`src/rtl/core/ovfc_pkg.sv`:
```
package ovfc_pkg;

    localparam int CNT_W    = 32;
    localparam int NUM_W    = CNT_W + 7;
    localparam int RAT_W    = CNT_W + 3;
    localparam int IN_W     = 312;
    localparam int OUT_W    = 16;
    localparam int ADDR_W   = 3;

    typedef logic [CNT_W-1:0] t_count;
    typedef logic [3:0]       t_flow_state;

    localparam t_flow_state ST_IDLE         = 4'd0;
    localparam t_flow_state ST_RESET_CLIENT = 4'd1;
    localparam t_flow_state ST_RESET_SERVER = 4'd2;
    localparam t_flow_state ST_ACK          = 4'd3;
    localparam t_flow_state ST_CLIENT_HELLO = 4'd4;
    localparam t_flow_state ST_SERVER_HELLO = 4'd5;
    localparam t_flow_state ST_CONTROL_ACK  = 4'd6;
    localparam t_flow_state ST_DATA         = 4'd7;
    localparam t_flow_state ST_INVALID      = 4'd8;

    localparam logic [4:0] OP_HRC_V1  = 5'd1;
    localparam logic [4:0] OP_HRC_V2  = 5'd7;
    localparam logic [4:0] OP_HRC_V3  = 5'd10;
    localparam logic [4:0] OP_HRS_V1  = 5'd2;
    localparam logic [4:0] OP_HRS_V2  = 5'd8;
    localparam logic [4:0] OP_CONTROL = 5'd4;
    localparam logic [4:0] OP_ACK     = 5'd5;
    localparam logic [4:0] OP_DATA_V1 = 5'd6;
    localparam logic [4:0] OP_DATA_V2 = 5'd9;

    localparam logic       REG_MISS_THR = 1'b0;
    localparam logic       REG_MIN_LEN  = 1'b1;

    localparam logic [2:0] MISS_LIMIT   = 3'd4;
    localparam logic [2:0] MISS_MAX     = 3'd7;
    localparam logic [31:0] MIN_PKTS    = 32'd5;
    localparam logic [6:0] CONF_FULL    = 7'd100;
    localparam logic [6:0] CONF_MAX     = 7'd100;
    localparam logic [3:0] STATE_MAX    = 4'd8;

endpackage

```
`src/rtl/core/openvpn_flow_classifier_fsm.sv`:
```
// OpenVPN flow classifier. Each word on the slave stream is one packet of a
// single flow; the block tracks the handshake state of that flow and returns
// one word on the master stream per packet, carrying the state and, where one
// applies, a confidence percentage. The two APB registers hold the miss
// threshold and the length that a large packet must exceed.
// An accepted packet updates the handshake state, the client address and the
// counters in the accept cycle. The confidence value then comes from a
// restoring divider that produces one quotient bit per cycle, seven in all,
// after a preparation step that forms the scaled numerator and the ratio test.
// The sequencer steps through the preparation, division and finish states,
// and skips the division when it is not needed. A packet is not taken before
// the sequencer has finished the previous one. s_axis_tready is high
// only while the sequencer is idle, and a new packet may be taken while the
// previous result still waits in the output register.
// If the receiver stalls, the result is held in the output register and a
// finished calculation waits for it to drain. Reset returns the flow to the
// idle state, clears all counters and loads the register defaults.
module openvpn_flow_classifier_fsm (
    input  logic                        i_clk,
    input  logic                        i_rst_n,
    input  logic                        s_axis_tvalid,
    output logic                        s_axis_tready,
    // opcode, src_addr_high, src_addr_low, dst_addr_high, dst_addr_low,
    // has_client_hello, rtp_header_ok, packet_len, flow_packets, zero fill
    input  logic [ovfc_pkg::IN_W-1:0]   s_axis_tdata,
    // addr_is_v6
    input  logic [0:0]                  s_axis_tuser,
    output logic                        m_axis_tvalid,
    input  logic                        m_axis_tready,
    // flow_state, confidence_valid, confidence, zero fill
    output logic [ovfc_pkg::OUT_W-1:0]  m_axis_tdata,
    input  logic                        psel,
    input  logic                        penable,
    input  logic                        pwrite,
    input  logic [ovfc_pkg::ADDR_W-1:0] paddr,
    input  logic [31:0]                 pwdata,
    output logic [31:0]                 prdata,
    output logic                        pready
);
    import ovfc_pkg::*;

    localparam logic [1:0] SEQ_IDLE = 2'd0;
    localparam logic [1:0] SEQ_PREP = 2'd1;
    localparam logic [1:0] SEQ_DIV  = 2'd2;
    localparam logic [1:0] SEQ_FIN  = 2'd3;

    logic [1:0]        r_seq;
    t_flow_state       r_state;
    logic [2:0]        r_miss;
    logic [63:0]       r_cli_hi;
    logic [63:0]       r_cli_lo;
    logic              r_cli_v6;
    t_count            r_data;
    t_count            r_large;
    logic [2:0]        r_thr;
    logic [15:0]       r_min_len;
    logic              r_total_gt;
    logic [NUM_W-1:0]  r_num;
    logic [NUM_W-1:0]  r_div;
    logic [6:0]        r_quot;
    logic [2:0]        r_bit;
    logic              r_res_cv;
    logic              r_out_valid;
    t_flow_state       r_out_state;
    logic              r_out_cv;
    logic [6:0]        r_out_conf;

    logic [4:0]        in_op;
    logic [63:0]       in_src_hi;
    logic [63:0]       in_src_lo;
    logic [63:0]       in_dst_hi;
    logic [63:0]       in_dst_lo;
    logic              in_v6;
    logic              in_hello;
    logic              in_rtp;
    logic [15:0]       in_len;
    logic [31:0]       in_total;

    logic              accept;
    logic              cfg_wr;
    logic              src_is_client;
    logic              dst_is_client;
    logic              is_large;
    logic              is_data_op;
    logic [2:0]        miss1;
    logic [2:0]        miss2;
    t_flow_state       n_state;
    logic [2:0]        n_miss;
    logic              load_client;
    logic [NUM_W-1:0]  num80;
    logic [RAT_W-1:0]  data5;
    logic [RAT_W-1:0]  large3;
    logic              ratio_ok;
    logic              div_ge;
    logic              out_free;

    assign in_op     = s_axis_tdata[4:0];
    assign in_src_hi = s_axis_tdata[68:5];
    assign in_src_lo = s_axis_tdata[132:69];
    assign in_dst_hi = s_axis_tdata[196:133];
    assign in_dst_lo = s_axis_tdata[260:197];
    assign in_hello  = s_axis_tdata[261];
    assign in_rtp    = s_axis_tdata[262];
    assign in_len    = s_axis_tdata[278:263];
    assign in_total  = s_axis_tdata[310:279];
    assign in_v6     = s_axis_tuser[0];

    assign s_axis_tready = (r_seq == SEQ_IDLE);
    assign accept        = s_axis_tvalid && s_axis_tready;
    assign cfg_wr        = psel && penable && pwrite;
    assign pready        = 1'b1;
    assign out_free      = !r_out_valid || m_axis_tready;

    always_comb begin
        case (paddr[2])
            REG_MISS_THR: prdata = {29'd0, r_thr};
            default:      prdata = {16'd0, r_min_len};
        endcase
    end

    assign src_is_client = (in_v6 == r_cli_v6) && (in_src_hi == r_cli_hi)
                           && (in_src_lo == r_cli_lo);
    assign dst_is_client = (in_v6 == r_cli_v6) && (in_dst_hi == r_cli_hi)
                           && (in_dst_lo == r_cli_lo);
    assign is_large   = (in_len > r_min_len) && !in_rtp;
    assign is_data_op = (in_op == OP_DATA_V1) || (in_op == OP_DATA_V2);
    assign miss1      = (r_miss == MISS_MAX) ? MISS_MAX : r_miss + 3'd1;
    assign miss2      = (miss1 == MISS_MAX) ? MISS_MAX : miss1 + 3'd1;

    always_comb begin
        n_state     = r_state;
        n_miss      = miss1;
        load_client = 1'b0;
        case (in_op)
            OP_HRC_V1, OP_HRC_V2, OP_HRC_V3: begin
                n_state     = ST_RESET_CLIENT;
                n_miss      = 3'd0;
                load_client = 1'b1;
            end
            OP_HRS_V1, OP_HRS_V2: begin
                if (r_state == ST_RESET_CLIENT && dst_is_client) begin
                    n_state = ST_RESET_SERVER;
                    n_miss  = 3'd0;
                end else begin
                    n_miss = miss2;
                    if (r_thr != 3'd0 && miss2 == r_thr) begin
                        n_state = ST_INVALID;
                    end
                end
            end
            OP_CONTROL: begin
                if (r_state == ST_ACK && src_is_client && in_hello) begin
                    n_state = ST_CLIENT_HELLO;
                    n_miss  = 3'd0;
                end else if (r_state == ST_CLIENT_HELLO && dst_is_client && in_hello) begin
                    n_state = ST_SERVER_HELLO;
                    n_miss  = 3'd0;
                end else if (r_state == ST_SERVER_HELLO || r_state == ST_CONTROL_ACK) begin
                    n_state = ST_CONTROL_ACK;
                    n_miss  = 3'd0;
                end else begin
                    n_miss = miss2;
                    if (r_thr != 3'd0 && miss2 == r_thr) begin
                        n_state = ST_INVALID;
                    end
                end
            end
            OP_ACK: begin
                if (r_state == ST_RESET_SERVER && src_is_client) begin
                    n_state = ST_ACK;
                    n_miss  = 3'd0;
                end else if (r_state == ST_SERVER_HELLO || r_state == ST_CONTROL_ACK) begin
                    n_state = ST_CONTROL_ACK;
                    n_miss  = 3'd0;
                end
            end
            OP_DATA_V1, OP_DATA_V2: begin
                if (r_state == ST_CONTROL_ACK || r_state == ST_DATA) begin
                    n_state = ST_DATA;
                    n_miss  = 3'd0;
                end
            end
            default: begin
            end
        endcase
        if (n_miss >= MISS_LIMIT) begin
            n_state = ST_INVALID;
            n_miss  = 3'd0;
        end
    end

    assign num80    = ({7'd0, r_data} << 6) + ({7'd0, r_data} << 4);
    assign data5    = ({3'd0, r_data} << 2) + {3'd0, r_data};
    assign large3   = ({3'd0, r_large} << 1) + {3'd0, r_large};
    assign ratio_ok = (r_large > CNT_W'(MIN_PKTS)) && (r_data <= r_large)
                      && (data5 >= large3);
    assign div_ge   = (r_num >= r_div);

    always_ff @(posedge i_clk) begin
        if (!i_rst_n) begin
            r_seq       <= SEQ_IDLE;
            r_state     <= ST_IDLE;
            r_miss      <= 3'd0;
            r_cli_hi    <= 64'd0;
            r_cli_lo    <= 64'd0;
            r_cli_v6    <= 1'b0;
            r_data      <= '0;
            r_large     <= '0;
            r_thr       <= 3'd4;
            r_min_len   <= 16'd100;
            r_out_valid <= 1'b0;
        end else begin
            if (cfg_wr) begin
                case (paddr[2])
                    REG_MISS_THR: r_thr     <= pwdata[2:0];
                    default:      r_min_len <= pwdata[15:0];
                endcase
            end
            if (r_seq == SEQ_FIN && out_free) begin
                r_out_valid <= 1'b1;
            end else if (m_axis_tready) begin
                r_out_valid <= 1'b0;
            end
            case (r_seq)
                SEQ_IDLE: begin
                    if (accept) begin
                        r_state    <= n_state;
                        r_miss     <= n_miss;
                        r_total_gt <= (in_total > MIN_PKTS);
                        if (load_client) begin
                            r_cli_hi <= in_src_hi;
                            r_cli_lo <= in_src_lo;
                            r_cli_v6 <= in_v6;
                        end
                        if (is_large) begin
                            r_large <= (r_large == '1) ? r_large : r_large + 1'b1;
                            if (is_data_op) begin
                                r_data <= (r_data == '1) ? r_data : r_data + 1'b1;
                            end
                        end
                        r_seq <= SEQ_PREP;
                    end
                end
                SEQ_PREP: begin
                    r_num  <= num80;
                    r_div  <= {7'd0, r_large} << 6;
                    r_bit  <= 3'd6;
                    if (r_total_gt && r_state == ST_DATA) begin
                        r_res_cv <= 1'b1;
                        r_quot   <= CONF_FULL;
                        r_seq    <= SEQ_FIN;
                    end else if (ratio_ok) begin
                        r_res_cv <= 1'b1;
                        r_quot   <= 7'd0;
                        r_seq    <= SEQ_DIV;
                    end else begin
                        r_res_cv <= 1'b0;
                        r_quot   <= 7'd0;
                        r_seq    <= SEQ_FIN;
                    end
                end
                SEQ_DIV: begin
                    if (div_ge) begin
                        r_num <= r_num - r_div;
                    end
                    r_div  <= r_div >> 1;
                    r_quot <= {r_quot[5:0], div_ge};
                    r_bit  <= r_bit - 3'd1;
                    if (r_bit == 3'd0) begin
                        r_seq <= SEQ_FIN;
                    end
                end
                default: begin
                    if (out_free) begin
                        r_out_state <= r_state;
                        r_out_cv    <= r_res_cv;
                        r_out_conf  <= r_quot;
                        r_seq       <= SEQ_IDLE;
                    end
                end
            endcase
        end
    end

    assign m_axis_tvalid = r_out_valid;
    assign m_axis_tdata  = {4'd0, r_out_conf, r_out_cv, r_out_state};

endmodule

```
`config.mk`:
```
export PLATFORM = sky130hd
export DESIGN_NAME = openvpn_flow_classifier_fsm
export DESIGN_NICKNAME = d
export VERILOG_FILES = /design/src/rtl/core/ovfc_pkg.sv /design/src/rtl/core/openvpn_flow_classifier_fsm.sv
export SDC_FILE = /design/constraint.sdc
export NUM_CORES = 1
export LEC_CHECK = 0
export BUFFER_PORTS_ARGS = -buffer_cell sky130_fd_sc_hd__buf_2
export CORE_MARGIN = 3
export CORE_UTILIZATION = 39
export DETAILED_ROUTE_END_ITERATION = 10
export SYNTH_ARGS = -nofsm -noshare
export SYNTH_HDL_FRONTEND = slang
export SYNTH_SLANG_ARGS = --single-unit
```
`constraint.sdc`:
```
create_clock -name i_clk -period 10.99 [get_ports i_clk]
set_clock_uncertainty 0.05 [all_clocks]
set_input_delay 2.198 -clock i_clk [delete_from_list [all_inputs] [get_ports i_clk]]
set_output_delay 2.198 -clock i_clk [all_outputs]
set_load 0.05 [all_outputs]
```
==> impl_metrics.csv <==
group,metric,value,unit
timing,fmax,0.171,GHz
setup_path,reg2reg_depth,22,
cts,clk_path_buf_depth,3,
timing,fin_crit_sh,53.4,%
power,leakagePower,11.6,nW
cts,cts-root-buf,"clkbuf_16",
timing,min_period,5.86,ns
layout,layout.nets,3683,
cts,cts_max_level,2,
layout,area_growth,16.6,%
drt,ant_nets,0,
die,ios,406,
synthesis,ys_seq_area_share,31.9,%
cts,cts_hold_buf,0,
synthesis,synthTopCellsByArea,"dfxtp_1 19%, edfxtp_1 13%, ha_1 11%",
layout,fillers,5875,
die,coreArea,0.0592,mm^2
cts,cts_tree,"done",
drt,drt-total-wl,78300,um
global_routing,grt_start_max_net_pins,111,
drt,drt_iter0_markers,1831,
setup_path,worstPathRequired,11.22,ns
synthesis,syn_area_per_cell,8.41,um^2
place,hpwl,62100,um
cts,clk_pin_slew,0.06,ns
layout,final-instance-count-excl-fill,3938,
layout,regArea,0.00748,mm^2
die,die_w,251,um
job,max-cap-violations,0,
die,dieArea,0.0630,mm^2
power,irDropWorstVdd,0.000101,V
power,p_clk_share,37.0,%
synthesis,ys_async_sr_fraction,0,%
drt,first_pass_iters,5,
global_routing,grt_overflow,0,
global_routing,grt_pass1_wl,117000,um
timing,finalHoldViolCount,0,
synthesis,synth-edff-count,101,
drt,vias_per_cell,5.48,
synthesis,synth_cell_types,89,
power,comb_power_share,25.7,%
power,power_frac_seq,37.3,%
power,p_per_area,139,mW/mm^2
synthesis,ys_warn_count,0,
synthesis,synth_cells,2786,
layout,layout_common_cells,"422 x nand2_1, 364 x buf_2, 268 x a21oi_1",
setup_path,cp-start-kind,"flip-flop",
layout,multiInputGateArea,0.0150,mm^2
global_routing,antenna_found_initial,29,
synthesis,netlist.area_leader.share,19.0,%
synthesis,synth_area_leader_cell,"dfxtp_1",
timing,setup-violations-final,0,
global_routing,grt_use_total,23.7,%
cts,post_cts_resized,0,
cts,numCtsBuffers,41,
setup_path,end_kind,"flip-flop",
synthesis,ys.flop_type,"dfxtp_1",
die,row_count,89,
timing,relSlewSlack,21.5,%
synthesis,synth_seq_cells,323,
die,die_h,251,um
place,dp.cells,3841,
cts,postCtsSetupRepairBufs,0,
drt,route.detailed.drc,0,
outcome,run_status,"finished, final reports clean",
layout,final_common_cell,"nand2_1",
worst_hold_path,hp-class,"flip-flop to flip-flop",
timing,worst_slack,5.13,ns
power,switchingPower,1.20,mW
setup_path,critPathKind,"flip-flop to flip-flop",
cts,clock_latency,0.57,ns
timing,rsz0062_at_grt,"no",
worst_hold_path,min_path_cells,0,
global_routing,grt_pass1_vias,20700,
power,swShare,31.6,%
die,initial_utilization,39.5,%
setup_path,crit_fanout,7,
place,dp_slack,5.19,ns
setup_path,arrival,6.09,ns
drt,vias,21600,
timing,finalSetupTns,0,ns
layout,drive_above_1_share,15.8,%
cts,cts.sinks,323,
timing,drv_slew,0,
timing,hold-worst-slack,0.377,ns
place,io_buffers,364,
timing,worst-slew-pin-transition,1.18,ns
power,internal_power,2.60,mW
layout,fin_util,46.1,%
synthesis,syn-cell-area,0.0234,mm^2
place,gp_congestion,0.998,
drt,wl_per_cell,19.9,um
## path summary, 6_finish.rpt
path | from | endpoint | slack, ns
min reg2reg | r_quot[6] | r_out_conf[6] | 0.38
min | r_quot[6] | r_out_conf[6] | 0.38
max | r_large[0] | r_res_cv | 5.13
max reg2reg | r_large[0] | r_res_cv | 5.13
## flip-flops by register name (all words and copies together), names as in the netlist, 4 cells and up
signal / count
r_cli_hi: 64
r_cli_lo: 64
r_num: 39
r_div: 38
r_data: 32
r_large: 32
r_min_len: 16
r_out_conf: 7
r_quot: 7
r_out_state: 4
r_state: 4
## cells by family after synthesis
family | synth area share [%]
AND/OR/NAND/NOR | 19.5
AO/OA/AOI/OAI | 16.3
XOR/XNOR | 14.4
flip-flops | 31.9
buffers and inverters | 4.46
adder cells (fa/ha/maj) | 11.7
multiplexers | 1.62
other | 0.0321
## layer usage
layer,track usage [%],share of wire [%],wire length (um)
met3,4.74,7.2,5650
met4,7.72,2.9,2260
met5,0,0.12,94
met2,39.1,47,36600
met1,31.2,43,33700
## cells in the mapped netlist (all sizes together) (9+ instances only)
cell / count
buf: 32
nand3: 58
xor2: 184
o21bai: 14
a211oi: 18
nand2b: 20
a221oi: 9
nand4: 76
clkbuf: 78
inv: 145
a21oi: 268
nor4: 56
and4: 16
o21ai: 112
dfxtp: 222
and2: 40
nor3: 26
o31ai: 11
nor2b: 26
nor2: 132
or3: 27
ha: 214
and3: 27
o21a: 25
nand2: 422
xnor2: 201
mux2: 28
o211ai: 19
a31oi: 11
edfxtp: 101
a21o: 73
## stage by stage
step / power [mW] / area (um^2)
5_1_grt: 3.99 / 27300
3_3_place_gp: 2.38 / 25900
6_report: 3.80 / 27300
4_1_cts: 3.83 / 27300
3_5_place_dp: 2.41 / 25900
2_1_floorplan: 2.13 / 23500
## power groups by stage
stage | Sequential, mW | Clock (mW) | Combinational [mW]
floorplan | 1.43 | 0 | 0.704
global placement | 1.44 | 0 | 0.946
detailed placement | 1.44 | 0 | 0.968
CTS | 1.42 | 1.44 | 0.975
global route | 1.43 | 1.48 | 1.08
finish | 1.42 | 1.41 | 0.976
## area by class of cell
| cell class | count | area share [%] |
|---|---|---|
| well taps | 773 | 3.54 |
| inverters | 145 | 2.01 |
| repair buffers | 373 | 6.91 |
| clock inverters | 18 | 0.852 |
| multi-input cells | 2227 | 54.9 |
| diodes | 22 | 0.201 |
| flip-flops and latches | 323 | 27.4 |
| clock buffers | 57 | 4.19 |
## critical path: stages (launching register included)
cell	delay, ns
dfxtp_1	0.51
ha_1	0.30
inv_1	0.07
fa_1	0.40
o21bai_1	0.21
a211oi_1	0.12
a221oi_1	0.41
nand2_1	0.15
o31ai_1	0.43
nand3_1	0.16
a31o_2	0.30
o21ai_0	0.21
nor2_1	0.08
xor2_1	0.16
ha_1	0.29
nand4_1	0.25
nor4_1	0.11
a211oi_1	0.23
o21ai_0	0.27
a2111o_1	0.43
o22ai_1	0.15
a21o_1	0.25
nand2_1	0.07
No activity file was read; power rests on OpenSTA's default activity.
